## config.mk

```make
export PLATFORM = sky130hd
export DESIGN_NAME = enhanced_clock_page_replacement_flat
export DESIGN_NICKNAME = d
export VERILOG_FILES = /design/src/design/ecp_pkg.sv /design/src/design/ecp_if.sv /design/src/design/ecp_ctrl.sv /design/src/design/ecp_dp.sv /design/src/design/enhanced_clock_page_replacement.sv /design/src/flat_wrapper.sv
export SDC_FILE = /design/constraint.sdc
export NUM_CORES = 1
export LEC_CHECK = 0
export BUFFER_PORTS_ARGS = -buffer_cell sky130_fd_sc_hd__buf_2
export CORE_UTILIZATION = 60
export DETAILED_ROUTE_END_ITERATION = 6
export GPL_TIMING_DRIVEN = 0
export PLACE_DENSITY = 0.89
export SKIP_CTS_REPAIR_TIMING = 1
export SKIP_LAST_GASP = 1
export SLEW_MARGIN = 0
export SYNTH_ARGS = -nofsm -noshare
export SYNTH_HDL_FRONTEND = slang
export SYNTH_SLANG_ARGS = --single-unit
```

## constraint.sdc

```tcl
create_clock -name clk -period 4.9 [get_ports clk]
set_input_delay 0.98 -clock clk [delete_from_list [all_inputs] [get_ports clk]]
set_output_delay 0.98 -clock clk [all_outputs]
set_load 0.05 [all_outputs]
```

## src/design/ecp_pkg.sv

```systemverilog
// Shared package for the enhanced clock page replacement block.
// Holds default sizes, register constants and the controller/datapath structs.
// No dependencies.
package ecp_pkg;

    localparam int NUM_FRAMES_DEF = 4;
    localparam int PAGE_BITS_DEF  = 20;

    localparam int CFG_W   = 3;
    localparam int FRAME_W = 2;

    localparam logic [CFG_W-1:0] CFG_FRAMES_RESET = 3'd4;

    typedef struct packed {
        logic idle;
        logic look;
        logic sweep_init;
        logic sweep;
        logic vread;
        logic hit_commit;
        logic miss_commit;
    } ecp_cmd_t;

    typedef struct packed {
        logic in_fire;
        logic lk_match;
        logic lk_done;
        logic sw_end;
        logic out_free;
    } ecp_status_t;

endpackage

```

## src/design/ecp_if.sv

```systemverilog
// Channel interfaces for the page reference and the replacement result.
// Depends on ecp_pkg for default widths.
interface ecp_req_if
    import ecp_pkg::*;
#(
    parameter int PAGE_BITS = PAGE_BITS_DEF
);
    logic                 valid;
    logic                 ready;
    logic [PAGE_BITS-1:0] page_number;
    logic                 is_write;

    modport source (output valid, output page_number, output is_write, input ready);
    modport sink (input valid, input page_number, input is_write, output ready);
endinterface

interface ecp_resp_if
    import ecp_pkg::*;
#(
    parameter int PAGE_BITS = PAGE_BITS_DEF
);
    logic                 valid;
    logic                 ready;
    logic                 hit;
    logic [FRAME_W-1:0]   frame_index;
    logic                 victim_valid;
    logic [PAGE_BITS-1:0] victim_page;
    logic                 victim_dirty;

    modport source (output valid, output hit, output frame_index, output victim_valid,
                    output victim_page, output victim_dirty, input ready);
    modport sink (input valid, input hit, input frame_index, input victim_valid,
                  input victim_page, input victim_dirty, output ready);
endinterface

```

## src/design/ecp_ctrl.sv

```systemverilog
// Controller state machine for the enhanced clock page replacement block.
// Sequences lookup, sweep, victim read and commit; depends on ecp_pkg.
module ecp_ctrl
    import ecp_pkg::*;
(
    input  logic        clk,
    input  logic        rst_n,
    input  ecp_status_t status,
    output ecp_cmd_t    cmd
);

    localparam logic [2:0] S_IDLE  = 3'd0;
    localparam logic [2:0] S_LOOK  = 3'd1;
    localparam logic [2:0] S_SWEEP = 3'd2;
    localparam logic [2:0] S_VREAD = 3'd3;
    localparam logic [2:0] S_MISS  = 3'd4;
    localparam logic [2:0] S_HIT   = 3'd5;

    logic [2:0] state_reg;
    logic [2:0] state_next;

    always_comb
    begin
        state_next = state_reg;
        cmd        = '0;
        case (state_reg)
            S_IDLE:
            begin
                cmd.idle = 1'b1;
                if (status.in_fire)
                begin
                    state_next = S_LOOK;
                end
            end
            S_LOOK:
            begin
                cmd.look = 1'b1;
                if (status.lk_match)
                begin
                    state_next = S_HIT;
                end
                else if (status.lk_done)
                begin
                    cmd.sweep_init = 1'b1;
                    state_next     = S_SWEEP;
                end
            end
            S_SWEEP:
            begin
                cmd.sweep = 1'b1;
                if (status.sw_end)
                begin
                    state_next = S_VREAD;
                end
            end
            S_VREAD:
            begin
                cmd.vread  = 1'b1;
                state_next = S_MISS;
            end
            S_MISS:
            begin
                if (status.out_free)
                begin
                    cmd.miss_commit = 1'b1;
                    state_next      = S_IDLE;
                end
            end
            S_HIT:
            begin
                if (status.out_free)
                begin
                    cmd.hit_commit = 1'b1;
                    state_next     = S_IDLE;
                end
            end
            default:
            begin
                state_next = S_IDLE;
            end
        endcase
    end

    always_ff @(posedge clk or negedge rst_n)
    begin
        if (!rst_n)
        begin
            state_reg <= S_IDLE;
        end
        else
        begin
            state_reg <= state_next;
        end
    end

endmodule

```

## src/design/ecp_dp.sv

```systemverilog
// Datapath for the enhanced clock page replacement block: frame table,
// clock hand, scan counters and result register. Depends on ecp_pkg and ecp_if.
module ecp_dp
    import ecp_pkg::*;
#(
    parameter int NUM_FRAMES = NUM_FRAMES_DEF,
    parameter int PAGE_BITS  = PAGE_BITS_DEF
)
(
    input  logic              clk,
    input  logic              rst_n,
    ecp_req_if.sink           req,
    ecp_resp_if.source        resp,
    input  logic              cfg_we,
    input  logic [CFG_W-1:0]  cfg_wdata,
    input  ecp_cmd_t          cmd,
    output ecp_status_t       status
);

    localparam int IDX_W = (NUM_FRAMES > 1) ? $clog2(NUM_FRAMES) : 1;
    localparam int CNT_W = $clog2(NUM_FRAMES + 1);

    logic [CFG_W-1:0]      cfg_reg;
    logic [PAGE_BITS-1:0]  page_reg;
    logic                  wr_reg;
    logic [CNT_W-1:0]      ring_n_reg, ring_n_next, ring_n_cfg;
    logic [IDX_W-1:0]      start_reg, start_next;
    logic [IDX_W-1:0]      hand_reg, hand_next;
    logic [IDX_W-1:0]      idx_reg, idx_next;
    logic [CNT_W-1:0]      cnt_reg, cnt_next;
    logic [1:0]            pass_reg, pass_next;
    logic                  iss_done_reg, iss_done_next;
    logic [IDX_W-1:0]      sel_reg, sel_next;
    logic [NUM_FRAMES-1:0] valid_reg, valid_next;
    logic [NUM_FRAMES-1:0] use_reg, use_next;
    logic [NUM_FRAMES-1:0] mod_reg, mod_next;

    logic [PAGE_BITS-1:0]  page_mem [NUM_FRAMES];
    logic [PAGE_BITS-1:0]  rd_page_reg;
    logic [IDX_W-1:0]      rd_idx_reg;
    logic                  rd_vld_reg, rd_last_reg;
    logic                  rd_en, issue;
    logic [IDX_W-1:0]      rd_addr;
    logic                  mem_we;

    logic                  resp_valid_reg;
    logic                  hit_reg;
    logic [FRAME_W-1:0]    frame_reg;
    logic                  vvalid_reg;
    logic [PAGE_BITS-1:0]  vpage_reg;
    logic                  vdirty_reg;

    logic                  in_fire, last_idx, last_step, sw_hit, sw_fail, sel_last;

    assign req.ready         = cmd.idle;
    assign in_fire           = req.valid && cmd.idle;
    assign resp.valid        = resp_valid_reg;
    assign resp.hit          = hit_reg;
    assign resp.frame_index  = frame_reg;
    assign resp.victim_valid = vvalid_reg;
    assign resp.victim_page  = vpage_reg;
    assign resp.victim_dirty = vdirty_reg;

    always_comb
    begin
        if (cfg_reg == '0)
        begin
            ring_n_cfg = CNT_W'(1);
        end
        else if (32'(cfg_reg) > NUM_FRAMES)
        begin
            ring_n_cfg = CNT_W'(NUM_FRAMES);
        end
        else
        begin
            ring_n_cfg = CNT_W'(cfg_reg);
        end
    end

    assign issue     = cmd.look && !iss_done_reg;
    assign rd_en     = issue || cmd.vread;
    assign rd_addr   = cmd.vread ? sel_reg : idx_reg;
    assign mem_we    = cmd.miss_commit;
    assign last_idx  = (32'(idx_reg) == 32'(ring_n_reg) - 1);
    assign last_step = (32'(cnt_reg) == 32'(ring_n_reg) - 1);
    assign sel_last  = (32'(sel_reg) == 32'(ring_n_reg) - 1);
    assign sw_hit    = !use_reg[idx_reg] && (mod_reg[idx_reg] == pass_reg[0]);
    assign sw_fail   = last_step && (pass_reg == 2'd3);

    assign status.in_fire  = in_fire;
    assign status.lk_match = rd_vld_reg && valid_reg[rd_idx_reg] && (rd_page_reg == page_reg);
    assign status.lk_done  = rd_vld_reg && rd_last_reg;
    assign status.sw_end   = sw_hit || sw_fail;
    assign status.out_free = !resp_valid_reg || resp.ready;

    always_comb
    begin
        ring_n_next   = ring_n_reg;
        start_next    = start_reg;
        hand_next     = hand_reg;
        idx_next      = idx_reg;
        cnt_next      = cnt_reg;
        pass_next     = pass_reg;
        iss_done_next = iss_done_reg;
        sel_next      = sel_reg;
        valid_next    = valid_reg;
        use_next      = use_reg;
        mod_next      = mod_reg;

        if (in_fire)
        begin
            ring_n_next   = ring_n_cfg;
            start_next    = (32'(hand_reg) < 32'(ring_n_cfg)) ? hand_reg : '0;
            idx_next      = '0;
            iss_done_next = 1'b0;
        end

        if (issue)
        begin
            if (last_idx)
            begin
                iss_done_next = 1'b1;
            end
            else
            begin
                idx_next = idx_reg + 1'b1;
            end
        end

        if (cmd.look && status.lk_match)
        begin
            sel_next = rd_idx_reg;
        end

        if (cmd.sweep_init)
        begin
            idx_next  = start_reg;
            cnt_next  = '0;
            pass_next = 2'd0;
        end

        if (cmd.sweep)
        begin
            if (sw_hit)
            begin
                sel_next = idx_reg;
            end
            else
            begin
                if (pass_reg[0])
                begin
                    use_next[idx_reg] = 1'b0;
                end
                if (sw_fail)
                begin
                    sel_next = start_reg;
                end
                idx_next = last_idx ? '0 : idx_reg + 1'b1;
                if (last_step)
                begin
                    cnt_next  = '0;
                    pass_next = pass_reg + 1'b1;
                end
                else
                begin
                    cnt_next = cnt_reg + 1'b1;
                end
            end
        end

        if (cmd.hit_commit)
        begin
            use_next[sel_reg] = 1'b1;
            if (wr_reg)
            begin
                mod_next[sel_reg] = 1'b1;
            end
        end

        if (cmd.miss_commit)
        begin
            valid_next[sel_reg] = 1'b1;
            use_next[sel_reg]   = 1'b1;
            mod_next[sel_reg]   = wr_reg;
            hand_next           = sel_last ? '0 : sel_reg + 1'b1;
        end
    end

    always_ff @(posedge clk or negedge rst_n)
    begin
        if (!rst_n)
        begin
            cfg_reg        <= CFG_FRAMES_RESET;
            ring_n_reg     <= CNT_W'(NUM_FRAMES);
            start_reg      <= '0;
            hand_reg       <= '0;
            idx_reg        <= '0;
            cnt_reg        <= '0;
            pass_reg       <= 2'd0;
            iss_done_reg   <= 1'b0;
            sel_reg        <= '0;
            valid_reg      <= '0;
            use_reg        <= '0;
            mod_reg        <= '0;
            rd_vld_reg     <= 1'b0;
            rd_last_reg    <= 1'b0;
            resp_valid_reg <= 1'b0;
        end
        else
        begin
            if (cfg_we)
            begin
                cfg_reg <= cfg_wdata;
            end
            ring_n_reg   <= ring_n_next;
            start_reg    <= start_next;
            hand_reg     <= hand_next;
            idx_reg      <= idx_next;
            cnt_reg      <= cnt_next;
            pass_reg     <= pass_next;
            iss_done_reg <= iss_done_next;
            sel_reg      <= sel_next;
            valid_reg    <= valid_next;
            use_reg      <= use_next;
            mod_reg      <= mod_next;
            rd_vld_reg   <= issue;
            rd_last_reg  <= issue && last_idx;
            if (cmd.hit_commit || cmd.miss_commit)
            begin
                resp_valid_reg <= 1'b1;
            end
            else if (resp.ready)
            begin
                resp_valid_reg <= 1'b0;
            end
        end
    end

    always_ff @(posedge clk)
    begin
        if (in_fire)
        begin
            page_reg <= req.page_number;
            wr_reg   <= req.is_write;
        end
        if (issue)
        begin
            rd_idx_reg <= idx_reg;
        end
        if (rd_en)
        begin
            rd_page_reg <= page_mem[rd_addr];
        end
        if (mem_we)
        begin
            page_mem[sel_reg] <= page_reg;
        end
        if (cmd.hit_commit)
        begin
            hit_reg    <= 1'b1;
            frame_reg  <= FRAME_W'(sel_reg);
            vvalid_reg <= 1'b0;
            vpage_reg  <= '0;
            vdirty_reg <= 1'b0;
        end
        else if (cmd.miss_commit)
        begin
            hit_reg    <= 1'b0;
            frame_reg  <= FRAME_W'(sel_reg);
            vvalid_reg <= valid_reg[sel_reg];
            vpage_reg  <= valid_reg[sel_reg] ? rd_page_reg : '0;
            vdirty_reg <= valid_reg[sel_reg] && mod_reg[sel_reg];
        end
    end

    // The hand always lands inside the ring after a replacement.
    a_hand_in_ring: assert property (@(posedge clk) disable iff (!rst_n)
        cmd.miss_commit |=> (32'(hand_reg) < 32'(ring_n_reg)))
        else $error("clock hand left the ring after a replacement");

    // A loaded frame is valid and recently used.
    a_victim_loaded: assert property (@(posedge clk) disable iff (!rst_n)
        cmd.miss_commit |=> (valid_reg[$past(sel_reg)] && use_reg[$past(sel_reg)]))
        else $error("replaced frame not marked valid and used");

    // A result without a displaced page reports a zero victim page.
    a_victim_zero: assert property (@(posedge clk) disable iff (!rst_n)
        (resp_valid_reg && !vvalid_reg) |-> ((vpage_reg == '0) && !vdirty_reg))
        else $error("victim fields set without a displaced page");

endmodule

```

## src/design/enhanced_clock_page_replacement.sv

```systemverilog
// Enhanced second-chance clock page replacement, top level.
// The lookup reads one frame per cycle and a hit ends it early; a miss runs the full lookup,
// then the sweep examines one frame per cycle, then the victim page is read and committed.
// One reference at a time; the result register lets the next transaction be accepted.
// Asynchronous active-low reset empties all frames, zeroes the hand and sets the configured ring size to 4.
module enhanced_clock_page_replacement
    import ecp_pkg::*;
#(
    parameter int NUM_FRAMES = NUM_FRAMES_DEF,
    parameter int PAGE_BITS  = PAGE_BITS_DEF
)
(
    input  logic             clk,
    input  logic             rst_n,
    ecp_req_if.sink          req,
    ecp_resp_if.source       resp,
    input  logic             cfg_we,
    input  logic [CFG_W-1:0] cfg_wdata
);

    ecp_cmd_t    cmd;
    ecp_status_t status;

    ecp_ctrl u_ctrl (
        .clk    (clk),
        .rst_n  (rst_n),
        .status (status),
        .cmd    (cmd)
    );

    ecp_dp #(
        .NUM_FRAMES (NUM_FRAMES),
        .PAGE_BITS  (PAGE_BITS)
    ) u_dp (
        .clk       (clk),
        .rst_n     (rst_n),
        .req       (req),
        .resp      (resp),
        .cfg_we    (cfg_we),
        .cfg_wdata (cfg_wdata),
        .cmd       (cmd),
        .status    (status)
    );

endmodule
```

## src/flat_wrapper.sv

```systemverilog
// flat-port wrapper written by rule: the top's interface ports become plain ports
module enhanced_clock_page_replacement_flat import ecp_pkg::*;
#(
    parameter int NUM_FRAMES = NUM_FRAMES_DEF,
    parameter int PAGE_BITS  = PAGE_BITS_DEF
)
  (clk, rst_n, cfg_we, cfg_wdata, req_valid, req_page_number, req_is_write, req_ready, resp_valid, resp_hit, resp_frame_index, resp_victim_valid, resp_victim_page, resp_victim_dirty, resp_ready);
  ecp_req_if #(.PAGE_BITS(PAGE_BITS)) req_i ();
  ecp_resp_if #(.PAGE_BITS(PAGE_BITS)) resp_i ();
  input  logic clk;
  input  logic rst_n;
  input  logic cfg_we;
  input  logic [CFG_W-1:0] cfg_wdata;
  input wire logic [$bits(req_i.valid)-1:0] req_valid;
  input wire logic [$bits(req_i.page_number)-1:0] req_page_number;
  input wire logic [$bits(req_i.is_write)-1:0] req_is_write;
  output wire logic [$bits(req_i.ready)-1:0] req_ready;
  output wire logic [$bits(resp_i.valid)-1:0] resp_valid;
  output wire logic [$bits(resp_i.hit)-1:0] resp_hit;
  output wire logic [$bits(resp_i.frame_index)-1:0] resp_frame_index;
  output wire logic [$bits(resp_i.victim_valid)-1:0] resp_victim_valid;
  output wire logic [$bits(resp_i.victim_page)-1:0] resp_victim_page;
  output wire logic [$bits(resp_i.victim_dirty)-1:0] resp_victim_dirty;
  input wire logic [$bits(resp_i.ready)-1:0] resp_ready;
  assign req_i.valid = req_valid;
  assign req_i.page_number = req_page_number;
  assign req_i.is_write = req_is_write;
  assign req_ready = req_i.ready;
  assign resp_valid = resp_i.valid;
  assign resp_hit = resp_i.hit;
  assign resp_frame_index = resp_i.frame_index;
  assign resp_victim_valid = resp_i.victim_valid;
  assign resp_victim_page = resp_i.victim_page;
  assign resp_victim_dirty = resp_i.victim_dirty;
  assign resp_i.ready = resp_ready;
  enhanced_clock_page_replacement #(.NUM_FRAMES(NUM_FRAMES), .PAGE_BITS(PAGE_BITS)) u_core (.clk(clk), .rst_n(rst_n), .req(req_i), .resp(resp_i), .cfg_we(cfg_we), .cfg_wdata(cfg_wdata));
endmodule
```

==> results by group, run 1 <==
Clocking
  – TritonCTS Buffers: 17
  – Clk sink count: 186
  – H-tree Lvls: 4
  – Skew-Pair Late Insertion Delay: 0.43 ns
  – CTS tree: yes
  – Worst-path clk slew: 0.06 ns
  – Clk buf depth: 2
  – Root Driver: clkbuf_16

Drt
  – Via/cell ratio: 6.062
  – Wirelength per Cell: 21.50 um
  – Via count: 4280
  – DRT iter0 DRCs: 390
  – Drt drc: 0
  – Drt first pass iters: 5
  – ANT nets after route: 0
  – Final wirelength: 15180 um

Synth
  – Flops & latches, synth: 186
  – Top_reg_cell synth: edfxtp_1
  – Ranking of synthesized cells by area: edfxtp_1, dfrtp_1, mux4_2, dfxtp_1, a22o_1
  – Top cells by count, synth: edfxtp_1, dfrtp_1, a22o_1
  – Post-synth EDFFs: 125
  – Sequential share of the synthesized area: 69.16%
  – Synth top area share: 50.23%
  – Post-synth cell types: 64
  – Warnings from Yosys: 0
  – Cell taking the most area after synthesis: edfxtp_1
  – Synth Net Count: 491
  – Mapped Cells: 450
  – Synthesized area per cell: 16.60 um2
  – Synth async-reset ratio: 20.43%
  – Most numerous cell in the Yosys netlist: edfxtp_1
  – Mapped cell area: 0.007472 mm2

Power and ir drop
  – Pleak: 3.290 nW
  – Sw Ratio: 35.21%
  – Psw: 1.904 mW
  – Sequential share of power: 44.0%
  – Internal: 3.503 mW
  – VDD IR max: 340.7 uV
  – Clock Power Share: 24.2%
  – Combinational cell fraction of total power: 31.8%
  – PwrDens: 633.0 mW/mm2

Setup path
  – CP top delay family: simple AND/OR/NAND/NOR gates
  – CP max stage cell: inv_1
  – Critical Path RT: 4.95 ns
  – Critical path class: in2reg
  – Crit path arrival time: 2.94 ns
  – FF-to-FF End: u_core.u_dp.page_mem[1][4]
  – Largest stage delay on the critical path: 0.80 ns
  – Crit path cell chain: buf_2 -> nand2b_1 -> nand3_2 -> nor2_1 -> nand2_1 -> inv_1
  – Crit Path Max Fanout: 21
  – Reg2reg path depth: 5
  – Worst path bufs/invs: 2
  – Reg2Reg Setup Slack: 2.13 ns
  – Crit. End Element: flip-flop
  – Worst reg2reg startpoint: u_core.u_ctrl.state_reg[1]
  – CP endpoint: u_core.u_dp.page_mem[1][4]
  – CP Launch Point: resp_ready
  – CP Launch Type: input pin
  – WP depth: 6

Floorplanning
  – Core area: 0.01206 mm2
  – Placement Rows: 40
  – Chip Width: 113.6 um
  – Die Ht: 113.6 um
  – Starting density of the core: 61.95%
  – I/O pin count: 56
  – Total die area: 0.01290 mm2

STA
  – Final hold violation count: 0
  – Worst Tran Pin Value: 1.115 ns
  – Fin crit period: 2.886 ns
  – RSZ-0062 raised after global routing: no
  – Setup violations, final: 0
  – Smallest setup slack after layout: 2.014 ns
  – Final period util: 58.90%
  – Setup tns final: 0 ns
  – Slew Limit Fails: 0
  – Relative slew slack: 25.62%
  – Fmax: 0.3465 GHz
  – Clock Skews: 0.007971 ns

Min path
  – Hold Path Class: reg2reg

Global routing
  – Global route total overflow: 0
  – Vias in the first global route: 4371
  – GRT Util Overall: 25.60%
  – Initial antenna violation count: 0
  – First-pass GRT wire length: 23550 um
  – Largest net degree at the start of global routing: 39

Placement
  – RePlAce Congestion: 0.8488
  – Port Buf Inserts: 55
  – Pre-CTS WS: 1.596 ns
  – DP Wirelength: 9834 um

Layout
  – Fill cells: 730
  – Layout cells sized above 1: 28.25%
  – Max reg flops: 80
  – Antenna cells: 0
  – Syn-to-layout area delta: 14.30%
  – Largest Register: u_core.u_dp.page_mem
  – Post-layout nets: 566

Flow run
  – Max-Cap Viols: 0

Outcome
  – Status: finished clean
[power groups by stage]
stage | combinational [mW] | sequential [mW] | clock, mW
2_1_floorplan | 1.03 | 2.60 | 0
3_3_place_gp | 1.61 | 2.38 | 0
3_5_place_dp | 1.70 | 2.39 | 0
4_1_cts | 1.72 | 2.37 | 1.32
5_1_grt | 1.84 | 2.41 | 1.38
6_report | 1.72 | 2.38 | 1.31
[placed cells by master, fill, tap and decap left out, drive strengths merged, types with 7 or more instances in the layout]
cell type	Yosys	routed
dfxtp	23	23
edfxtp	125	125
mux4	22	22
clkinv	0	8
a22o	27	27
mux2	8	8
o21ai	15	15
buf	10	66
nor2	9	9
mux2i	12	12
nand3	13	13
dfrtp	36	36
a21oi	7	7
xnor2	24	24
inv	20	26
clkbuf	4	21
nand2	22	22
ha	12	12
[how the worst min path moves through the flow]
stage / from / cells past startpoint / slack [ns] / to
final: u_core.u_dp.resp.hit / 2 / 0.45 / u_core.u_dp.resp.hit
after floorplan: u_core.u_dp.valid_reg[2] / 1 / 0.45 / u_core.u_dp.valid_reg[2]
after global routing: u_core.u_dp.resp.hit / 2 / 0.47 / u_core.u_dp.resp.hit
after CTS: u_core.u_dp.resp.hit / 2 / 0.45 / u_core.u_dp.resp.hit
after detailed placement: u_core.u_dp.resp.victim_valid / 1 / 0.44 / u_core.u_dp.resp.victim_valid
after global placement: u_core.u_dp.resp.victim_valid / 1 / 0.43 / u_core.u_dp.resp.victim_valid
[layer usage]
| layer | global-route usage (%) | up-vias | wire, um |
|---|---|---|---|
| met2 | 41.71 | 206 | 7593 |
| li1 | - | 1884 | - |
| met5 | 0 | - | 0 |
| met4 | 13.86 | 0 | 462 |
| met1 | 32.40 | 2151 | 5995 |
| met3 | 5.579 | 39 | 1129 |
[stage by stage]
stage | hold slack, ns | power (mW) | std cells | util (%) | instance area, um2
floorplan | 0.4513 | 3.626 | 450 | - | 7472
global placement | 0.4289 | 3.989 | 673 | 65.98 | 7958
detailed placement | 0.4370 | 4.094 | 674 | 66.13 | 7976
CTS | 0.4514 | 5.414 | 706 | 70.81 | 8541
global route | 0.4680 | 5.627 | 706 | 70.81 | 8541
finish | 0.4506 | 5.406 | 706 | 70.81 | 8541
[layout make-up]
| class | count | area, um2 | area share (%) |
|---|---|---|---|
| Buffer | 14 | 97.59 | 1.143 |
| Timing Repair Buffer | 56 | 290.3 | 3.399 |
| Tap cell | 168 | 210.2 | 2.461 |
| Sequential cell | 186 | 5167 | 60.50 |
| Inverter | 20 | 75.07 | 0.8790 |
| Multi-Input combinational cell | 230 | 2136 | 25.01 |
| Clock buffer | 17 | 425.4 | 4.981 |
| Clock inverter | 15 | 138.9 | 1.626 |
[worst reg2reg max path, stage by stage (launching register included)]
cell and delay, ns:
dfrtp_1 0.46, inv_1 0.22, nand3_2 0.24, nor2_1 0.52, nand2_1 0.15, inv_1 0.80
[kinds of logic (layout without fill, tap and decap cells)]
family                   after synthesis  after routing  synth area share, %
AO/OA/AOI/OAI                         72             72                7.686
XOR/XNOR                              26             26                3.248
adder cells (fa/ha/maj)               12             12                2.009
buffers and inverters                 34            122                2.311
flip-flops                           186            186                69.16
multiplexers                          42             42                9.544
AND/OR/NAND/NOR                       78             78                6.045
No activity file was read; power rests on OpenSTA's default activity.
==> run 2, diff against run 1 <==
CORE_UTILIZATION = 59   (was 60)
PLACE_DENSITY = 0.87   (was 0.89)
clock period = 2.96 ns   (was 4.9 ns; I/O delays follow)
==> results by group, run 2 (synthesis results as in run 1) <==
Outcome
  – Status: finished clean

Layout
  – Antenna cells: 0 (unchanged)
  – Max reg flops: 80 (unchanged)
  – Fin util: 70.31% (-0.50 points)
  – Layout cells sized above 1: 26.95% (-1.3 points)
  – Largest Register: u_core.u_dp.page_mem
  – Most frequent cells in the layout: edfxtp_1, buf_2, dfrtp_1, a22o_1, xnor2_1
  – FF+latch area: 0.005167 mm2 (unchanged)
  – Commonest non-fill, non-tap cell in the layout: edfxtp_1
  – Area of the multi-input gates: 0.002136 mm2 (unchanged)
  – Final Non-Filler Cells: 706 (unchanged)
  – Fill cells: 746 (+2.2%)
  – Syn-to-layout area delta: 14.43%
  – Post-layout nets: 566 (unchanged)

Min path
  – Hold Path Class: in2async

Global routing
  – Global route total overflow: 0 (unchanged)
  – Vias in the first global route: 4500 (+3.0%)
  – Largest net degree at the start of global routing: 39 (unchanged)
  – Initial antenna violation count: 0 (unchanged)
  – First-pass GRT wire length: 24670 um (+4.7%)
  – GRT Util Overall: 26.59% (+0.99 points)

Setup path
  – Worst reg2reg startpoint: u_core.u_ctrl.state_reg[1]
  – CP Launch Type: flip-flop
  – Critical path class: reg2reg
  – Crit Path Max Fanout: 21 (unchanged)
  – Crit. End Element: flip-flop
  – Crit path arrival time: 2.81 ns (-0.13 ns)
  – CP Launch Point: u_core.u_ctrl.state_reg[1]
  – Critical Path RT: 3.01 ns (-1.94 ns)

STA
  – RSZ-0062 raised after global routing: no
  – Relative slew slack: 27.13% (+1.5 points)
  – Clock Skews: 0.009590 ns (+0.001618 ns)
  – Fin crit period: 2.763 ns
  – Final period util: 93.36%
  – Worst Tran Pin Value: 1.092 ns (-0.02260 ns)
  – WHS: 0.2758 ns (-0.1748 ns)
  – Setup violations, final: 0 (unchanged)
  – Fmax: 0.3619 GHz
  – Final hold violation count: 0 (unchanged)
  – Slew Limit Fails: 0 (unchanged)

Floorplanning
  – Chip Width: 114.5 um (+0.83%)
  – Die Ht: 114.5 um (+0.83%)
  – I/O pin count: 56 (unchanged)
  – Total die area: 0.01312 mm2 (+1.7%)
  – Core area: 0.01216 mm2 (+0.83%)
  – Placement Rows: 40 (unchanged)
  – Starting density of the core: 61.44% (-0.51 points)

Placement
  – Placed Cells: 674 (unchanged)
  – RePlAce Congestion: 0.8647 (+1.9%)
  – Port Buf Inserts: 55 (unchanged)
  – DP Wirelength: 9924 um (+0.91%)

Clocking
  – Clk buf depth: 2 (unchanged)
  – Clk sink count: 186 (unchanged)
  – Worst-path clk slew: 0.06 ns (about the same)
  – Skew-Pair Late Insertion Delay: 0.43 ns (about the same)
  – CTS tree: yes
  – H-tree Lvls: 4 (unchanged)
  – TritonCTS Buffers: 17 (unchanged)
  – Root Driver: clkbuf_16

Drt
  – Wirelength per Cell: 22.47 um (+4.5%)
  – ANT nets after route: 0 (unchanged)
  – Via count: 4278 (-0.047%)
  – Drt first pass iters: 5 (unchanged)
  – Via/cell ratio: 6.059 (about the same)
  – Final wirelength: 15870 um (+4.5%)
  – Drt drc: 0 (unchanged)
  – DRT iter0 DRCs: 348 (-11%)

Power and ir drop
  – PwrDens: 1061 mW/mm2 (+68%)
  – Pleak: 3.273 nW (-0.52%)
  – VDD IR max: 744.0 uV (+120%)

Flow run
  – Max-Cap Viols: 0 (unchanged)
-- run 2: changes by cell type in the layout (fill, tap and decap cells not counted) --
cell	change
clkbuf_1	+6
clkinvlp_4	+3
clkinv_4	-3
clkinv_2	-3
clkinv_1	+1
bufinv_16	+2
inv_8	-2
inv_6	-4
-- run 2: routing by layer --
layer	vias to the layer above	routed length, um	track usage [%]
met1	2174	6478	33.46
met2	195	7917	42.75
met3	36	1055	8.470
li1	1873	-	-
met4	0	416	11.52
met5	-	0	0
-- run 2: area by class of cell --
cell class / instances / share of cell area (%)
clock buffers: 23 / 5.239
flip-flops and latches: 186 / 60.43
plain buffers: 14 / 1.141
well taps: 168 / 2.458
inverters: 20 / 0.8780
multi-input cells: 230 / 24.98
clock inverters: 9 / 1.478
repair buffers: 56 / 3.395
-- run 2: worst paths after layout --
path,to,slack [ns],cells past startpoint
hold / removal,u_core.u_dp.ring_n_reg[0],0.28,1
min in group clk,u_core.u_dp.page_reg[4],0.33,1
max in group asynchronous,u_core.u_dp.sel_reg[1],2.14,1
setup reg to reg,u_core.u_dp.page_mem[3][0],0.20,5
hold reg to reg,u_core.u_dp.resp.victim_valid,0.45,1
setup / recovery,u_core.u_dp.page_mem[3][0],0.20,5
-- run 2: critical path: stages, from the launching register on --
cell     delay, ns
dfrtp_1       0.46
inv_1         0.21
nand3_2       0.22
nor2_1        0.51
nand2_1       0.15
inv_1         0.81
-- run 2: through the flow --
step                      TNS [ns]  worst slack (ns)  cell area (um2)  total power [mW]
after floorplan                  0           0.09364             7472             6.002
after global placement      -14.71           -0.7368             7958             6.615
after detailed placement         0           0.07132             7976             6.786
after CTS                        0            0.2479             8551             9.066
after global routing             0           0.04844             8551             9.444
final                            0            0.1967             8551             9.069
-- run 2: power by group --
part | leakage [nW] | switching, mW | total [mW] | internal [mW]
clock network | 0.269 | 0.931 | 2.25 | 1.32
logic | 1.19 | 1.72 | 2.88 | 1.16
registers | 1.81 | 0.473 | 3.93 | 3.46
==> run 3, diff against run 2 <==
--- a/config.mk
+++ b/config.mk
@@ -8,2 +8,3 @@
 export BUFFER_PORTS_ARGS = -buffer_cell sky130_fd_sc_hd__buf_2
+export CORE_MARGIN = 5
 export CORE_UTILIZATION = 59
--- a/constraint.sdc
+++ b/constraint.sdc
@@ -3,2 +3,2 @@
 set_output_delay 0.592 -clock clk [all_outputs]
-set_load 0.05 [all_outputs]
+set_load 0.1 [all_outputs]
==> results by group, run 3 (synthesis results as in run 1) <==
Layout
  – Largest Register: u_core.u_dp.page_mem
  – Commonest non-fill, non-tap cell in the layout: edfxtp_1
  – Most frequent cells in the layout: edfxtp_1, buf_2, dfrtp_1, a22o_1, xnor2_1
  – FF+latch area: 0.005167 mm2 (unchanged)
  – Layout cells sized above 1: 28.81% (+1.9 points)
  – Fill cells: 796 (+6.7%)
  – Area of the multi-input gates: 0.002147 mm2 (+0.53%)
  – Syn-to-layout area delta: 15.05%
  – Final instance area: 0.008597 mm2 (+0.54%)
  – Antenna cells: 0 (unchanged)
  – Max reg flops: 80 (unchanged)
  – Post-layout nets: 566 (unchanged)

Placement
  – RePlAce Congestion: 0.8985 (+3.9%)
  – Post-DP Area: 0.007993 mm2 (+0.20%)
  – DP Wirelength: 10010 um (+0.85%)
  – Port Buf Inserts: 55 (unchanged)

STA
  – Fin crit period: 2.574 ns (-0.1895 ns)
  – Worst Tran Pin Value: 1.057 ns (-0.03480 ns)
  – Clock Skews: 0.008110 ns (-0.001479 ns)
  – Slew Limit Fails: 0 (unchanged)
  – Setup violations, final: 0 (unchanged)
  – Relative slew slack: 29.45% (+2.3 points)
  – Setup tns final: 0 ns (unchanged)
  – Fmax: 0.3885 GHz (+7.4%)
  – RSZ-0062 raised after global routing: no
  – Final hold violation count: 0 (unchanged)
  – Final period util: 86.96% (-6.4 points)

Floorplanning
  – I/O pin count: 56 (unchanged)
  – Placement Rows: 41 (+2.5%)
  – Chip Width: 122.5 um (+7.0%)
  – Total die area: 0.01501 mm2 (+14%)
  – Starting density of the core: 59.70% (-1.7 points)
  – Die Ht: 122.5 um (+7.0%)
  – Core area: 0.01252 mm2 (+2.9%)

Global routing
  – Vias in the first global route: 4400 (-2.2%)
  – GRT Util Overall: 22.55% (-4.0 points)
  – Global route total overflow: 0 (unchanged)
  – First-pass GRT wire length: 24610 um (-0.25%)
  – Initial antenna violation count: 0 (unchanged)
  – Largest net degree at the start of global routing: 39 (unchanged)

Drt
  – Drt first pass iters: 5 (unchanged)
  – Drt drc: 0 (unchanged)
  – Via count: 4267 (-0.26%)
  – DRT iter0 DRCs: 444 (+28%)
  – ANT nets after route: 0 (unchanged)
  – Wirelength per Cell: 22.51 um (+0.15%)
  – Final wirelength: 15980 um (+0.72%)
  – Via/cell ratio: 6.010 (-0.82%)

Setup path
  – Worst reg2reg startpoint: u_core.u_ctrl.state_reg[1]
  – Reg2reg path depth: 5 (unchanged)
  – Reg2Reg Setup Slack: 0.39 ns (+0.19 ns)
  – Crit. End Element: flip-flop
  – FF-to-FF End: u_core.u_dp.page_mem[0][7]
  – Critical Path RT: 3.03 ns (+0.02 ns)
  – Critical path class: reg2reg
  – CP Launch Type: flip-flop
  – Crit path arrival time: 2.64 ns (-0.17 ns)
  – Crit Path Max Fanout: 20 (-4.8%)

Clocking
  – H-tree Lvls: 4 (unchanged)
  – Skew-Pair Late Insertion Delay: 0.43 ns (about the same)
  – Root Driver: clkbuf_16
  – CTS tree: yes
  – Clk buf depth: 2 (unchanged)
  – TritonCTS Buffers: 17 (unchanged)
  – Worst-path clk slew: 0.06 ns (about the same)
  – Clk sink count: 186 (unchanged)

Flow run
  – Max-Cap Viols: 0 (unchanged)

Power and ir drop
  – Pleak: 3.249 nW (-0.72%)
  – VDD IR max: 804.7 uV (+8.2%)
  – PwrDens: 1118 mW/mm2 (+5.4%)

Outcome
  – Status: finished clean

Min path
  – Hold Path Class: in2async
[run 3: cell count changes in the layout (fill, tap and decap cells not counted), moves of 2 or more]
cell,change
clkbuf_1,-4
clkinv_4,+3
clkinvlp_4,+3
inv_1,-4
inv_8,+2
[run 3: critical path, stage by stage (launching register included)]
cell and delay (ns):
dfrtp_1 0.48, inv_1 0.23, nand3_2 0.22, nor2_1 0.55
nand2_1 0.25, clkinvlp_4 0.48
[run 3: how the worst max path moves through the flow]
stage / startpoint / to / slack [ns] / depth (start not counted)
after floorplan: u_core.u_ctrl.state_reg[0] / u_core.u_dp.rd_page_reg[0] / 0.34 / 2
after global placement: u_core.u_ctrl.state_reg[0] / u_core.u_dp.rd_page_reg[9] / -0.73 / 2
after detailed placement: resp_ready / u_core.u_dp.mod_reg[2] / 0.02 / 7
after CTS: u_core.u_ctrl.state_reg[1] / u_core.u_dp.page_mem[0][0] / 0.13 / 5
after global routing: u_core.u_ctrl.state_reg[1] / u_core.u_dp.page_mem[0][3] / 0.23 / 5
final: u_core.u_ctrl.state_reg[1] / u_core.u_dp.page_mem[0][7] / 0.39 / 5
[run 3: per-layer routing]
layer	global-route usage (%)	vias to the layer above	wire length (um)
met1	31.27	2160	6545
li1	-	1878	-
met4	8.747	0	285
met3	5.300	29	1232
met5	0	-	0
met2	35.11	200	7917
[run 3: area by class of cell]
type / count / share of cell area, %
flip-flops and latches: 186 / 60.11
multi-input cells: 230 / 24.97
clock buffers: 20 / 5.196
repair buffers: 56 / 3.377
well taps: 172 / 2.503
clock inverters: 12 / 1.659
plain buffers: 14 / 1.135
inverters: 20 / 1.048
[run 3: per-stage QoR]
step	setup slack, ns	utilization (%)	hold slack [ns]	power, mW	cells
detailed placement	0.01639	63.85	0.4482	7.331	678
global route	0.2331	68.68	0.3176	9.978	710
floorplan	0.3350	-	0.2964	6.558	450
finish	0.3861	68.68	0.2897	9.611	710
CTS	0.1314	68.56	0.3046	9.613	710
global placement	-0.7272	63.70	0.4309	7.170	677
[run 3: power by group]
part           switching [mW]  internal, mW  total [mW]
logic                    2.24          1.17        3.40
clock network           0.972          1.28        2.25
registers               0.496          3.46        3.95
